**src/hdl/stuck_pixel_counter_core_macros.svh**
```systemverilog
// assertion macros shared by the stuck pixel counter modules
// no dependencies; define NO_ASSERTIONS to compile them away
`ifndef STUCK_PIXEL_COUNTER_CORE_MACROS_SVH
`define STUCK_PIXEL_COUNTER_CORE_MACROS_SVH

`ifndef NO_ASSERTIONS
// property must hold at every clock edge outside reset
`define SPC_ASSERT(lbl, clk, rstn, prop) \
  lbl: assert property (@(posedge clk) disable iff (!rstn) prop) \
    else $error("spc assertion failed");
// condition must never be seen outside reset
`define SPC_NEVER(lbl, clk, rstn, expr) \
  lbl: assert property (@(posedge clk) disable iff (!rstn) !(expr)) \
    else $error("spc forbidden condition seen");
`else
`define SPC_ASSERT(lbl, clk, rstn, prop)
`define SPC_NEVER(lbl, clk, rstn, expr)
`endif

`endif

```
**src/hdl/spc_pkg.sv**
```systemverilog
// package for the stuck pixel counter: sizes, register codes, fsm states
// and the command/status structs between controller and datapath
// no dependencies
package spc_pkg;

  localparam int MAX_PIXELS = 65536;
  localparam int MAX_FRAMES = 64;

  localparam int PIX_W      = 8;
  localparam int PP_W       = 2 * PIX_W;
  localparam int FPC_W      = 17;
  localparam int LIM_W      = 12;
  localparam int MARG_W     = 8;
  localparam int CNT_W      = 17;
  localparam int FU_W       = 7;
  localparam int CFG_IDX_W  = 2;
  localparam int CFG_DATA_W = 17;
  localparam int FLAT_SHIFT = 8;

  localparam int GREY_MAX_I = 255;

  localparam int ADDR_W = (MAX_PIXELS > 1) ? $clog2(MAX_PIXELS) : 1;
  localparam int SIZE_W = $clog2(MAX_PIXELS + 1);
  localparam int FS_W   = (FPC_W > SIZE_W) ? FPC_W : SIZE_W;
  localparam int FN_W   = $clog2(MAX_FRAMES + 1);
  localparam int SUM_W  = $clog2(MAX_FRAMES * GREY_MAX_I + 1);
  localparam int SQ_W   = $clog2(MAX_FRAMES * GREY_MAX_I * GREY_MAX_I + 1);
  localparam int NQ_W   = FN_W + SQ_W;
  localparam int SS_W   = 2 * SUM_W;
  localparam int SPR_W  = (NQ_W > SS_W) ? NQ_W : SS_W;
  localparam int LHS_W  = SPR_W + FLAT_SHIFT;
  localparam int LIM2_W = 2 * LIM_W;
  localparam int NN_W   = 2 * FN_W;
  localparam int RHS_W  = LIM2_W + NN_W;
  localparam int CMP_W  = (LHS_W > RHS_W) ? LHS_W : RHS_W;
  localparam int NM_W   = FN_W + MARG_W;
  localparam int XW     = (SUM_W > NM_W) ? SUM_W : NM_W;

  localparam logic [PIX_W-1:0] GREY_MAX = PIX_W'(GREY_MAX_I);

  localparam logic [FPC_W-1:0]  FPC_RESET    = FPC_W'(65536);
  localparam logic [LIM_W-1:0]  LIMIT_RESET  = LIM_W'(16);
  localparam logic [MARG_W-1:0] MARGIN_RESET = MARG_W'(10);

  typedef enum logic [CFG_IDX_W-1:0] {
    REG_FRAME_PIXEL_COUNT = 2'd0,
    REG_FLAT_LIMIT_Q4     = 2'd1,
    REG_EXTREME_MARGIN    = 2'd2
  } spc_reg_t;

  typedef enum logic [2:0] {
    ST_IDLE = 3'd0,
    ST_ACC  = 3'd1,
    ST_MUL1 = 3'd2,
    ST_MUL2 = 3'd3,
    ST_TEST = 3'd4
  } spc_state_t;

  typedef struct packed {
    logic load;
    logic acc;
    logic mul1;
    logic mul2;
    logic test;
    logic emit;
  } spc_cmd_t;

  typedef struct packed {
    logic last_px;
    logic final_px;
  } spc_sts_t;

endpackage

```
**src/hdl/spc_ctrl.sv**
```systemverilog
// controller fsm for the stuck pixel counter: sequences one pixel request
// through read, accumulate, two multiply steps and the test
// depends on spc_pkg and stuck_pixel_counter_core_macros.svh
`include "stuck_pixel_counter_core_macros.svh"

module spc_ctrl (
  input  logic              clk,
  input  logic              rst_n,
  input  logic              start,
  input  spc_pkg::spc_sts_t sts,
  output spc_pkg::spc_cmd_t cmd,
  output logic              busy
);

  spc_pkg::spc_state_t state_r, state_nxt;

  always_ff @(posedge clk) begin
    if (!rst_n) begin
      state_r <= spc_pkg::ST_IDLE;
    end else begin
      state_r <= state_nxt;
    end
  end

  always_comb begin
    state_nxt = state_r;
    case (state_r)
      spc_pkg::ST_IDLE: begin
        if (start) begin
          state_nxt = spc_pkg::ST_ACC;
        end
      end
      spc_pkg::ST_ACC:  state_nxt = spc_pkg::ST_MUL1;
      spc_pkg::ST_MUL1: state_nxt = spc_pkg::ST_MUL2;
      spc_pkg::ST_MUL2: state_nxt = spc_pkg::ST_TEST;
      spc_pkg::ST_TEST: state_nxt = spc_pkg::ST_IDLE;
      default:          state_nxt = spc_pkg::ST_IDLE;
    endcase
  end

  always_comb begin
    cmd  = '0;
    busy = 1'b1;
    case (state_r)
      spc_pkg::ST_IDLE: begin
        busy     = 1'b0;
        cmd.load = start;
      end
      spc_pkg::ST_ACC:  cmd.acc  = 1'b1;
      spc_pkg::ST_MUL1: cmd.mul1 = 1'b1;
      spc_pkg::ST_MUL2: cmd.mul2 = 1'b1;
      spc_pkg::ST_TEST: begin
        cmd.test = 1'b1;
        // result only after the last pixel of a frame flagged final
        cmd.emit = sts.last_px && sts.final_px;
      end
      default: begin
        busy = 1'b1;
      end
    endcase
  end

  `SPC_ASSERT(a_accept_goes_acc, clk, rst_n, (start && !busy) |=> (state_r == spc_pkg::ST_ACC))
  `SPC_ASSERT(a_test_returns_idle, clk, rst_n, (state_r == spc_pkg::ST_TEST) |=> !busy)
  `SPC_ASSERT(a_one_step, clk, rst_n, $onehot0({cmd.load, cmd.acc, cmd.mul1, cmd.mul2, cmd.test}))

endmodule

```
**config.mk**
```make
export PLATFORM = sky130hd
export DESIGN_NAME = spc_ctrl
export DESIGN_NICKNAME = d
export VERILOG_FILES = /design/src/hdl/spc_pkg.sv /design/src/hdl/spc_ctrl.sv
export VERILOG_INCLUDE_DIRS = /design/src /design/src/hdl
export SDC_FILE = /design/constraint.sdc
export NUM_CORES = 1
export LEC_CHECK = 0
export ABC_AREA = 1
export CORE_AREA = 8 8 45 47
export CTS_CLUSTER_DIAMETER = 100
export DETAILED_ROUTE_END_ITERATION = 16
export DIE_AREA = 0 0 53 55
export DONT_BUFFER_PORTS = 1
export GPL_TIMING_DRIVEN = 0
export PLACE_DENSITY = 0.3
export RECOVER_POWER = 25
export SYNTH_ARGS = -nofsm -noshare
export SYNTH_HDL_FRONTEND = slang
export SYNTH_SLANG_ARGS = --single-unit
```
**constraint.sdc**
```tcl
create_clock -name clk -period 1.33 [get_ports clk]
set_input_delay 0.266 -clock clk [delete_from_list [all_inputs] [get_ports clk]]
set_output_delay 0.266 -clock clk [all_outputs]
set_load 0.02 [all_outputs]
```
**Yosys cells after proc, flatten, opt, wreduce, memory -nomap -nowiden**

Index checks and enable logic that the tools add are counted.

- Register bits after elaboration: 3
- Output and inout bits: 7
- Word-level logic and storage cells: 16

- Equal/unequal tests: 5
- Multiplexer cells: 8
- Reduce and logical (&&, ||, !) cells: 2

Operators with widths:

| operator | number |
|---|---|
| 3-bit one-hot mux with 4 select lines | 1 |
| 3-bit by 2-bit equality test with 1-bit output (second input constant) | 2 |
| 1-bit 2-to-1 mux | 5 |
| 3-bit by 1-bit equality test with 1-bit output (second input constant) | 1 |
| 3-bit equality test (second input constant) | 1 |
| 3-bit logical NOT | 1 |
| 3-bit 2-to-1 mux | 1 |
| 2-bit 2-to-1 mux | 1 |
| 2-bit != test (second input constant) | 1 |
| 1-bit logical AND | 1 |

**Depth between registers and ports, before layout**

- Depth in word-level cells: 2
- Gate-level depth with buffers: 3
- Gate-level depth less buffers: 3

**Worst setup path after synthesis**

Ideal clock, no wire load.

- Path kind: flip-flop to output port
- Start point: register state_r[2]
- End point: output port cmd[5] (netlist name)
- Arrival: 0.856 ns
- Path slack: 0.208 ns
- Stages on the path, launching flop included: 4
- Cell sequence: dfxtp_1 > nor2_4 > nand2_1 > nor2_2

RTL lines:

| item | line | RTL |
|---|---|---|
| from (decl) | spc_ctrl.sv:15 | `spc_pkg::spc_state_t state_r, state_nxt;` |
| from (signal assigned) | spc_ctrl.sv:19 | `state_r <= spc_pkg::ST_IDLE;` |
| from (signal assigned) | spc_ctrl.sv:21 | `state_r <= state_nxt;` |
| to (decl) | spc_ctrl.sv:11 | `output spc_pkg::spc_cmd_t cmd,` |

==> flow_summary_export.csv <==
group,metric,value,unit
status,status,"finished clean",
floorplanning,num_rows,14,
critical_path,path_max_fanout,4,
cells_and_area,n_antenna_cell,0,
critical_path,cp.arrival,1.00,ns
clock_network,cts_setup_buffers,0,
placement,port_buffers,0,
sta,setup-violations-final,0,
sta,relSlewSlack,0.827,
power,power_density,1320,nW/µm²
clock_network,cts_buffer_depth,2,
critical_path,crit_slowest_cell,"dfxtp_2",
sta,fin_crit,1.26,ns
sta,fin_skew,0.00272,ns
critical_path,criticalPathCategory,"reg -> out",
power,power_leakage,0.111,nW
floorplanning,start_util,0.127,
floorplanning,pin_count,12,
critical_path,startpoint_type,"flip-flop",
route,drt_iter0_markers,3,
placement,place_inst,41,
critical_path,endpoint_kind,"primary output",
critical_path,rr_endpoint,"state_r[1]",
floorplanning,die_x,53,µm
placement,gp_congestion,0.660,
cells_and_area,fin_cells,45,
clock_network,cts_inserted_buffers,3,
clock_network,cts_sinks,3,
sta,slew_violations,0,
power,p_switching,0.102,mW
floorplanning,die_height,55,µm
logic_synthesis,yosysWarnings,0,
sta,tightest_slew,0.260,ns
logic_synthesis,syn_area,175,µm²
hold_path,hold_class,"in -> reg",
sta,fmax,791,MHz
cells_and_area,fin_nets,35,
cells_and_area,drive_gt1_frac,0.517,
logic_synthesis,seq_area_frac_synth,0.343,
grt,grt_max_degree,6,
route,via_count,158,
route,first_pass_iters,2,
critical_path,required,1.06,ns
cells_and_area,largest_reg_flops,3,
logic_synthesis,synth_seq_cells,3,
critical_path,cp_common_cell,"nor2_4",
job,maxCapViolCount,0,
logic_synthesis,syn_inst,25,
power,p_clk_frac,0.467,
critical_path,endpoint,"cmd[5]",
clock_network,cts-root-buf,"clkbuf_4",
route,avgRoutedWirePerCell,9.58,µm
clock_network,clkTransAtPathRegs,0.04,ns
grt,grt_pass1_wl,621,µm
power,power_frac_comb,0.215,
power,peakVddDrop,0.000394,V
floorplanning,die-area,2920,µm²
power,internal_power,0.228,mW
sta,hold_ws,0.184,ns
floorplanning,core-area,1380,µm²
power,swShare,0.309,
logic_synthesis,yosysUniqueCellTypes,13,
power,seqPwrFrac,0.318,
placement,hpwl,365,µm
cells_and_area,largest-register,"state_r",
route,drc_errors,0,
grt,gr-usage-all-layers,0.0328,
clock_network,cts_tree,"built",
route,ant_nets,0,
critical_path,crit_chain,"nor2_4 > nand2_4 > nor2_4",
sta,rsz0062_at_grt,"no",
grt,antenna_found_initial,0,
logic_synthesis,syn_area_per_cell,7.01,µm²
power,finalPower,0.330,mW
critical_path,ff2ff_setup_slack,0.55,ns
cells_and_area,syn_to_final_growth,42.9,%
cells_and_area,largestRegisters,"state_r x3",
clock_network,cts_hold_buffers,0,
critical_path,timing.rr.start,"state_r[0]",
critical_path,cpPeakStageDelay,0.34,ns
sta,period_share,0.950,
critical_path,startpoint,"state_r[0]",
sta,tns,0,ns
logic_synthesis,synth_nets,30,
grt,gr-total-overflow,0,
clock_network,htree_levels,1,
route,drt_wl_total,431,µm
sta,hold_viol,0,
grt,grt_pass1_vias,166,
route,via_per_inst,3.51,
clock_network,worstSkewPairLatency,0.23,ns
critical_path,r2r_cells,3,
## layout by cell type (no fill, tap or decap), drive strengths merged
| cell | netlist | layout |
|---|---|---|
| a21oi | 1 | 1 |
| clkbuf | 0 | 4 |
| dfxtp | 3 | 3 |
| o21ai | 1 | 1 |
| inv | 8 | 8 |
| nand2 | 4 | 4 |
| nor3 | 1 | 1 |
| nand3 | 2 | 2 |
| nor2 | 5 | 5 |
## cell usage after synthesis, drive strengths merged
| library cell | count | share of area |
|---|---|---|
| nand3 | 2 | 0.086 |
| nor2 | 5 | 0.16 |
| inv | 8 | 0.17 |
| o21ai | 1 | 0.029 |
| nor3 | 1 | 0.057 |
| dfxtp | 3 | 0.34 |
| a21oi | 1 | 0.050 |
| nand2 | 4 | 0.10 |
## metrics by stage
stage	area [µm²]	util	setup WS, ns
finish	250	0.181	0.0666
detailed placement	195	0.141	0.131
global route	250	0.181	0.00197
global placement	195	0.141	0.132
CTS	234	0.169	0.0118
floorplan	175	-	0.208
## layout make-up
type	instances	area (µm²)
clock buffer	4	26.3
fill	156	1130
inverter	8	32.5
multi-input combinational	14	110
sequential	3	61.3
tap	16	20.0
## how the worst min path moves through the flow
stage / from / to / depth (start not counted)
floorplan: start / state_r[0] / 2
global placement: start / state_r[0] / 2
detailed placement: start / state_r[0] / 2
CTS: start / state_r[0] / 2
global route: start / state_r[0] / 2
finish: start / state_r[0] / 2
## repair_timing
| item | CTS | global route |
|---|---|---|
| endpoints found under the setup margin | 3 | 3 |
| pin swaps | 0 | 3 |
| resized for setup | 4 | 6 |
## worst max-delay path: cells and delay by family (launching register included)
kind | cells | cell delay (ns)
flops | 1 | 0.34
simple gates | 3 | 0.43
## power by group through the flow
stage / clock network, mW / registers [mW] / logic (mW)
after floorplan: 0 / 0.104 / 0.0521
after global placement: 0 / 0.105 / 0.0596
after detailed placement: 0 / 0.105 / 0.0599
after CTS: 0.163 / 0.104 / 0.0666
after global routing: 0.172 / 0.106 / 0.0775
final: 0.154 / 0.105 / 0.0709
## metal layers
| metal | track usage | vias to the layer above | wire [µm] |
|---|---|---|---|
| li1 | - | 81 | - |
| met1 | 0.0319 | 68 | 208 |
| met2 | 0.0391 | 9 | 166 |
| met3 | 0.0267 | 0 | 56 |
| met4 | 0.0388 | 0 | 0 |
| met5 | 0 | - | 0 |
## kinds of logic (layout without fill, tap and decap cells)
group / count (synthesis) / after routing / share of synthesized area
AND/OR/NAND/NOR: 12 / 12 / 0.407
buffers and inverters: 8 / 12 / 0.171
AO/OA/AOI/OAI: 2 / 2 / 0.0786
flip-flops: 3 / 3 / 0.343
(Power assumes the default switching activity.)
